<file path="config.mk">
export PLATFORM = sky130hd
export DESIGN_NAME = pfde_ctrl
export DESIGN_NICKNAME = d
export VERILOG_FILES = /design/src/pfde_pkg.sv /design/src/pfde_ctrl.sv
export SDC_FILE = /design/constraint.sdc
export NUM_CORES = 1
export LEC_CHECK = 0
export BUFFER_PORTS_ARGS = -buffer_cell sky130_fd_sc_hd__buf_2
export CORE_UTILIZATION = 54
export DETAILED_ROUTE_END_ITERATION = 16
export GPL_TIMING_DRIVEN = 0
export MAX_ROUTING_LAYER = met4
export PLACE_DENSITY = 0.88
export SLEW_MARGIN = 0
export SYNTH_ARGS = -nofsm -noshare
export SYNTH_HDL_FRONTEND = slang
export SYNTH_SLANG_ARGS = --single-unit
</file>
<file path="constraint.sdc">
create_clock -name clk -period 4.9 [get_ports clk]
set_input_delay 0.245 -clock clk [delete_from_list [all_inputs] [get_ports clk]]
set_output_delay 0.245 -clock clk [all_outputs]
set_load 0.02 [all_outputs]
</file>
<file path="src/pfde_pkg.sv">
// ---------------------------------------------------------------------------
// pfde_pkg
// Shared types and constants of the page framebuffer draw engine.
// ---------------------------------------------------------------------------
`default_nettype none
package pfde_pkg;

	typedef enum logic [2:0] {
		CMD_PIXEL = 3'd0,
		CMD_HLINE = 3'd1,
		CMD_VLINE = 3'd2,
		CMD_RECT  = 3'd3,
		CMD_GLYPH = 3'd4,
		CMD_READ  = 3'd5
	} cmd_t;

	localparam int GLYPH_BITS = 48;
	localparam int GLYPH_ROWS = 8;
	localparam int GLYPH_COLS = 6;
	localparam int COORD_W    = 10;
	localparam int DIM_W      = 8;
	localparam int OUTLINE_BANDS = 4;

	// Commands from the controller to the datapath.
	typedef struct packed {
		logic in_ready;
		logic clr_step;
		logic load;
		logic setup;
		logic px_read;
		logic px_write;
		logic adv;
		logic rd_issue;
		logic rd_capture;
		logic res_load;
	} ctrl_cmd_t;

	// Status from the datapath to the controller.
	typedef struct packed {
		logic in_valid;
		logic in_is_read;
		logic in_is_draw;
		logic region_empty;
		logic last_px;
		logic last_region;
		logic clear_last;
		logic out_free;
	} dp_status_t;

endpackage
`default_nettype wire

</file>
<file path="src/pfde_ctrl.sv">
// ---------------------------------------------------------------------------
// pfde_ctrl
// Sequencer for clearing, pixel read-modify-write walks and byte reads.
// ---------------------------------------------------------------------------
`default_nettype none
module pfde_ctrl import pfde_pkg::*; (
	input  wire logic       clk,
	input  wire logic       arst_n,
	input  wire dp_status_t st,
	output ctrl_cmd_t       ctl
);
	typedef enum logic [8:0] {
		S_CLEAR = 9'b000000001,
		S_IDLE  = 9'b000000010,
		S_SETUP = 9'b000000100,
		S_PRD   = 9'b000001000,
		S_PWR   = 9'b000010000,
		S_ADV   = 9'b000100000,
		S_RDB   = 9'b001000000,
		S_RDB2  = 9'b010000000,
		S_DONE  = 9'b100000000
	} state_t;

	state_t state_q, state_d;

	always_ff @(posedge clk or negedge arst_n) begin
		if (!arst_n) begin
			state_q <= S_CLEAR;
		end else begin
			state_q <= state_d;
		end
	end

	always_comb begin
		ctl = '0;
		state_d = state_q;
		case (state_q)
			S_CLEAR: begin
				ctl.clr_step = 1'b1;
				if (st.clear_last) state_d = S_IDLE;
			end
			S_IDLE: begin
				ctl.in_ready = 1'b1;
				if (st.in_valid) begin
					ctl.load = 1'b1;
					if (st.in_is_read) state_d = S_RDB;
					else if (st.in_is_draw) state_d = S_SETUP;
					else state_d = S_DONE;
				end
			end
			S_SETUP: begin
				ctl.setup = 1'b1;
				state_d = st.region_empty ? S_ADV : S_PRD;
			end
			S_PRD: begin
				ctl.px_read = 1'b1;
				state_d = S_PWR;
			end
			S_PWR: begin
				ctl.px_write = 1'b1;
				state_d = st.last_px ? S_ADV : S_PRD;
			end
			S_ADV: begin
				if (st.last_region) begin
					state_d = S_DONE;
				end else begin
					ctl.adv = 1'b1;
					state_d = S_SETUP;
				end
			end
			S_RDB: begin
				ctl.rd_issue = 1'b1;
				state_d = S_RDB2;
			end
			S_RDB2: begin
				ctl.rd_capture = 1'b1;
				state_d = S_DONE;
			end
			S_DONE: begin
				if (st.out_free) begin
					ctl.res_load = 1'b1;
					state_d = S_IDLE;
				end
			end
			default: state_d = S_CLEAR;
		endcase
	end
endmodule
`default_nettype wire

</file>
Word level (Yosys, flattened, before mapping)
Index checks and enable logic that the tools add are counted.
- bitwise operators: 0
- muxes and demuxes: 22
- add/subtract/negate cells: 0
- reductions and logical operators: 1
- equality and inequality tests: 12
- shift-type cells: 0
- order comparisons: 0
- multipliers: 0
- divide/modulo/power cells: 0
- operator list (kind ; number):
    $pmux W9 S9 ; 1
    $mux W9 ; 6
    $mux W1 ; 13
    $mux W6 ; 2
    $eq A9 B1 Y1 const B ; 1
    $eq A9 B2 Y1 const B ; 1
    $eq A9 B3 Y1 const B ; 1
    $eq A9 B4 Y1 const B ; 1
    $eq A9 B5 Y1 const B ; 1
    $eq A9 B6 Y1 const B ; 1
    $eq A9 B7 Y1 const B ; 1
    $eq A9 B8 Y1 const B ; 1
    $eq A9 B9 Y1 const B ; 1
    $ne A2 B2 Y1 const B ; 3
    $reduce_and A3 Y1 ; 1
- memories kept: 0
- input port bits: 10
- register bits after elaboration: 9
- memory bits (writable): 0
- logic and storage cells: 36
- ROM bits: 0
- latch bits: 0

Logic depth before layout (Yosys ltp)
Gate-level depths: netlist of the first run.
- word-level depth: 4
- mapped depth: 5
- mapped depth without buffers: 4

Worst setup path before layout of the first run
No wires, ideal clock.
- path kind: register to output
- start point: register state_q[8]
- end point: output port ctl[4] (netlist name)
- required time: 4655 ps
- path slack: 2855 ps
- arrival: 1800 ps
- cell stages (with the launch flop): 5
- path through: dfrtp_1 -> buf_6 -> or4_4 -> or4_4 -> nor2_1
- RTL lines (what ; RTL line ; source):
    from (decl) ; pfde_ctrl.sv:24 ; state_t state_q, state_d;
    from (signal assigned) ; pfde_ctrl.sv:30 ; state_q <= state_d;
    to (decl) ; pfde_ctrl.sv:10 ; output ctrl_cmd_t ctl

==> summary.md, run 1 <==
| Metric | Value |
|---|---|
| Layout area overhead | 20.4% |
| # resized after CTS | 0 |
| Seq/Total Area, Yosys | 0.310 |
| Core footprint | roughly 1200 um^2 |
| Most flops, register | state_q |
| Critical path arrival | between 2000 and 2500 ps |
| CP Max Fanout | 10 |
| Relative slew slack | 0.708 |
| Slew Viols, Final | 0 |
| Synth top area share | 0.274 |
| Hold-fix buffers, CTS | 1 |
| DP Wirelength | 1.23 mm |
| Hold Vio Cnt, Final | 0 |
| WL/cell | 14.2 um |
| Share of cells above drive strength 1 | 0.330 |
| GP Congestion | approximately 0.80 |
| Largest net degree at the start of global routing | 11 |
| CP Data Required Time | between 4000 and 5000 ps |
| Total Routing Usage GR | 0.293 |
| DIE HEIGHT | approximately 39 um |
| GRT met3 Usage | 0.0925 |
| # setup viols final | 0 |
| Clock Skew | roughly 1.2 ps |
| CTS tree | yes |
| Top Registers | state_q (9) |
| Vias | ~740 |
| Routing usage on met1 | 0.363 |
| CTS H-tree lvls | 1 |
| # DRC | 0 |
| Root Buffer | clkbuf_4 |
| Slew @ Worst Pin | roughly 430 ps |
| Distinct cells, synth | 38 |
| Routed WL | between 1.5 and 2 mm |
| Setup_tns | 0 ps |
| First-pass iteration count of the detailed router | 4 |
| Post-Synthesis Cells | 82 |
| Post-DRT Antenna Nets | 0 |
| Post-CTS Setup Inserts | 0 |
| Overflow after GRT | 0 |
| Vias per cell | ~6 |
| Max VDD drop | around 0.26 mV |
| Initial core utilization | 0.615 |
| Vias in the first global route | 630 |
| WHS Path Cells | 2 |
| Std-Cell Rows | 12 |
| CTS max path bufs | 2 |
| Min Tclk post-route | 2340 ps |
| Pwr Total | between 300 and 400 uW |
| Clock transition time at the flip-flop clock pins of the worst setup and hold paths | approximately 60 ps |
| # Max-Cap Violations | 0 |
| CP Class | flip-flop to output port |
| Worst Setup End Kind | output port |
| First-pass GRT wire length | roughly 2.9 mm |
| Synthesized area | 729 um^2 |
| Mapped Avg Cell Area | a little under 9 um^2 |
| Hold WC Path Type | input port to flip-flop |
| CTS Buf Count | 3 |
| # clock sinks | 9 |
| Worst skew pair latency | ~270 ps |
| # diodes | 0 |
| Ports | 20 |
| Unrepaired setup endpoints after global routing | no |
| Iter 0 DRT Violations | 21 |
| Crit path launch type | flip-flop |
| Post-synth top area cell | dfrtp_1 |
| Synth Warn # | 0 |
| Max Clk Rate | ~430 MHz |
| Final period utilization | 0.477 |
| R2R depth | 5 |
| Initial antenna violation count | 0 |
| IO buf count | 19 |
| Yosys reg bits | 9 |
| Status | finished, final reports clean |
| Mapped Nets | 92 |
| Met2 usage | 0.450 |
| Synth area leaders | dfrtp_1 27%, nor3b_1 5.1%, nor2_1 4.6%, buf_6 4.6%, dfstp_2 3.6% |
| Die width | 38.8 um |
| Die area | 1500 um^2 |
| Hold_ws | 232 ps |
| Max reg flops | 9 |
| Power per standard cell area | about 370 nW/um^2 |
| Post-layout nets | about 120 |
| Leak | approximately 0.00042 uW |
| GRT busiest layer | met2 |
worst max-delay path: stages (launching register included):
cell	delay (ps)
dfrtp_1	370
buf_6	140
or4_4	570
or4_4	460
nor2_1	110
buf_2	160
layout make-up:
type                       count  area [um^2]
buffer                         8         55.1
clock buffer                   4         26.3
fill                          84          308
inverter                       3         11.3
multi-input combinational     62          437
sequential                     9          226
tap                           14         17.5
timing repair buffer          20          105
cell usage in the layout, fill, tap and decap left out, types with 2 or more instances in the layout:
cell	instances
mux2i_1	2
nor3b_1	5
nor2_1	9
or4_4	2
nand2_1	3
inv_1	3
or3_1	2
xor2_1	2
buf_6	3
clkbuf_1	4
o211ai_1	2
clkbuf_4	3
and4_1	2
o21ai_0	4
nor3_1	3
and3_1	2
nand2b_1	3
nor4b_1	2
dfrtp_1	8
nand3b_1	2
buf_2	21
worst paths after layout:
kind / start / end / slack (ps)
hold reg to reg: state_q[7]$_DFFE_PN0P_ / state_q[7]$_DFFE_PN0P_ / 570
min in group asynchronous: arst_n / state_q[1]$_DFFE_PN0P_ / 350
max in group asynchronous: arst_n / state_q[0]$_DFFE_PN1P_ / 4300
setup reg to reg: state_q[0]$_DFFE_PN1P_ / state_q[6]$_DFFE_PN0P_ / 3110
hold / removal: st[6] / state_q[6]$_DFFE_PN0P_ / 230
setup / recovery: state_q[8]$_DFFE_PN0P_ / ctl[6] / 2560
logic make-up (layout without fill, tap and decap cells):
| group | Yosys count | count (layout) | synth area share |
|---|---|---|---|
| flops | 9 | 9 | 0.310 |
| buf+inv | 11 | 35 | 0.0909 |
| xor+xnor | 2 | 2 | 0.0240 |
| compound gates | 17 | 17 | 0.163 |
| simple gates | 41 | 41 | 0.384 |
| mux | 2 | 2 | 0.0274 |
power breakdown:
part / total (uW) / switching [uW] / internal, uW
Sequential: 90.5 / 3.36 / 87.2
Combinational: 170 / 100 / 70.0
Clock: 60.6 / 29.0 / 31.6
Total: 322 / 133 / 189
per-stage QoR:
stage / cell area (um^2) / util / setup slack, ps / std cells
floorplan: 729 / - / 2860 / 82
global placement: 842 / 0.710 / 2870 / 115
detailed placement: 842 / 0.710 / 2870 / 115
CTS: 878 / 0.741 / 2570 / 120
global route: 878 / 0.741 / 2510 / 120
finish: 878 / 0.741 / 2560 / 120
per-layer routing:
| layer | routed length, um | vias to the layer above |
|---|---|---|
| li1 | - | 351 |
| met1 | 757 | 354 |
| met2 | 814 | 29 |
| met3 | 97 | 7 |
| met4 | 30 | 0 |
| met5 | 0 | - |
Yosys cell counts (all sizes together):
master	instances
a32o	1
o31ai	1
and2	1
a22o	1
nor3b	5
or4b	1
xor2	2
and4	3
a31oi	1
or4	2
o211ai	2
o21bai	1
nor3	3
or3	2
o22ai	1
dfrtp	8
buf	5
a21oi	2
nand2	3
a211oi	1
and3	2
o21ai	4
nand3b	2
o22a	1
nand2b	3
o21a	1
mux2i	2
nor4b	2
inv	3
dfstp	1
clkbuf	3
nor4	3
nor2	9
Power figures use the tool's default switching activity.
==> run 2: changes to the inputs <==
Settings changed: CORE_UTILIZATION 54 to 50, PLACE_DENSITY 0.88 to 0.83.
Clock period 4.9 ns to 2.4 ns, I/O delays scaled along.
==> summary.md, run 2 (same netlist as run 1, synthesis figures left out) <==
| Metric | Value |
|---|---|
| Slew Viols, Final | 0 |
| Hold_ws | roughly 100 ps |
| Initial antenna violation count | 0 |
| Switching pwr | 262 uW |
| Clk pwr share | 0.182 |
| Die area | approximately 1600 um^2 |
| Top Registers | state_q (9) |
| Sequential Power Share | 0.286 |
| Commonest non-fill, non-tap cell in the layout | buf_2 |
| Crit path launch type | flip-flop |
| Worst Setup End Kind | output port |
| Pwr Total | about 650 uW |
| Max VDD drop | roughly 0.41 mV |
| Post-CTS Setup Inserts | 0 |
| DIE HEIGHT | 40.2 um |
| Vias | just over 700 |
| Status | finished, final reports clean |
| Clock transition time at the flip-flop clock pins of the worst setup and hold paths | ~60 ps |
| Crit path cell chain | buf_6, or4_4, or4_4, nor2_1, buf_2 |
| Ports | 20 |
| Die width | between 40 and 50 um |
| Max Clk Rate | around 450 MHz |
| Hold Startpoint | st[6] |
| Slowest CP cell | or4_4 |
| CP delay by family, top | simple AND/OR/NAND/NOR gates |
| Dpl cells | around 120 |
| Setup_tns | 0 ps |
| Post-layout nets | 117 |
| DP Wirelength | roughly 1.1 mm |
| CP Class | flip-flop to output port |
| CTS Buf Count | 3 |
| Routed WL | 1.53 mm |
| First-pass GRT wire length | approximately 2.5 mm |
| Largest stage delay, worst path | ~570 ps |
| Std-Cell Rows | 13 |
| Switching Share | 0.405 |
| Unrepaired setup endpoints after global routing | no |
| Most flops, register | state_q |
| Setup ws final | 192 ps |
| Combinational Power Share | 0.532 |
| Critical path origin | state_q[8]$_DFFE_PN0P_ |
| # DRC | 0 |
| WL/cell | 12.6 um |
| Hold-fix buffers, CTS | 1 |
| # clock sinks | 9 |
| Post-DRT Antenna Nets | 0 |
| Critical path arrival | around 2100 ps |
| Vias per cell | roughly 5.8 |
| Final period utilization | 0.920 |
| Min Tclk post-route | around 2200 ps |
| Slew @ Worst Pin | roughly 410 ps |
| CTS tree | yes |
| Layout area overhead | 20.6% |
| Leak | 0.000422 uW |
| Most frequent cells in the layout | 21 x buf_2, 9 x nor2_1, 8 x dfrtp_1, 5 x nor3b_1 |
| CTS max path bufs | 2 |
| Largest net degree at the start of global routing | 11 |
| GP Congestion | 0.804 |
| CP Data Required Time | approximately 2300 ps |
| Vias in the first global route | 549 |
| Clock Skew | around 3.7 ps |
| Iter 0 DRT Violations | 25 |
| Overflow after GRT | 0 |
| Root Buffer | clkbuf_4 |
| Relative slew slack | 0.724 |
| Buffer and inverter count on the worst path | 2 |
| Pre-CTS setup slack | 476 ps |
| Share of cells above drive strength 1 | 0.330 |
| # setup viols final | 0 |
| # Max-Cap Violations | 0 |
| Hold WC Path Type | input port to flip-flop |
| Max reg flops | 9 |
| Total Routing Usage GR | 0.245 |
| Core footprint | ~1300 um^2 |
| # diodes | 0 |
| Initial core utilization | 0.547 |
| First-pass iteration count of the detailed router | 4 |
| Pint | around 390 uW |
| Worst skew pair latency | 260 ps |
| Reg-to-reg startpoint | state_q[0]$_DFFE_PN1P_ |
| Register-to-Register Setup Slack | around 600 ps |
| Cell Count, Final, Fillers Out | 121 |
| # resized after CTS | 0 |
| Fill count | about 110 |
| CP Max Fanout | 10 |
| IO buf count | 19 |
| Most frequent CP cell | or4_4 |
| Power per standard cell area | 735 nW/um^2 |
| Hold Vio Cnt, Final | 0 |
| CTS H-tree lvls | 1 |
## run 2: final timing paths
path	depth (start not counted)	to
worst max-delay path	5	ctl[6]
min in group asynchronous	2	state_q[1]$_DFFE_PN0P_
worst min-delay path	2	state_q[6]$_DFFE_PN0P_
max in group asynchronous	2	state_q[0]$_DFFE_PN1P_
worst max register to register	5	state_q[6]$_DFFE_PN0P_
worst min register to register	2	state_q[7]$_DFFE_PN0P_
## run 2: power by group through the flow
| stage | sequential [uW] | combinational, uW | clock [uW] |
|---|---|---|---|
| after floorplan | 186 | 267 | 0 |
| after global placement | 187 | 333 | 0 |
| after detailed placement | 188 | 339 | 0 |
| after CTS | 185 | 341 | 124 |
| after global routing | 187 | 381 | 127 |
| final | 185 | 344 | 118 |
## run 2: worst register-to-register path, stage by stage, from the launching register on
cell      delay, ps
dfstp_2         510
clkbuf_1        300
nand2b_1        250
nor3_1           70
o31ai_1         390
and3_1          200
## run 2: metrics by stage
step,utilization,instance area [um^2]
2_1_floorplan,-,729
3_3_place_gp,0.632,843
3_5_place_dp,0.632,843
4_1_cts,0.659,880
5_1_grt,0.659,880
6_report,0.659,880
## run 2: layout make-up
| type | instances | area [um^2] | share of cell area |
|---|---|---|---|
| plain buffers | 8 | 55.1 | 0.0626 |
| clock buffers | 4 | 26.3 | 0.0299 |
| inverters | 3 | 11.3 | 0.0128 |
| multi-input cells | 62 | 437 | 0.496 |
| flip-flops and latches | 9 | 226 | 0.257 |
| well taps | 15 | 18.8 | 0.0213 |
| repair buffers | 20 | 105 | 0.119 |
## run 2: routing by layer
metal	part of all wire	up-vias	track usage
met3	0.056	2	0.100
met4	0.0033	0	0.0500
met2	0.46	20	0.339
li1	-	353	-
met5	0	-	-
met1	0.48	329	0.333
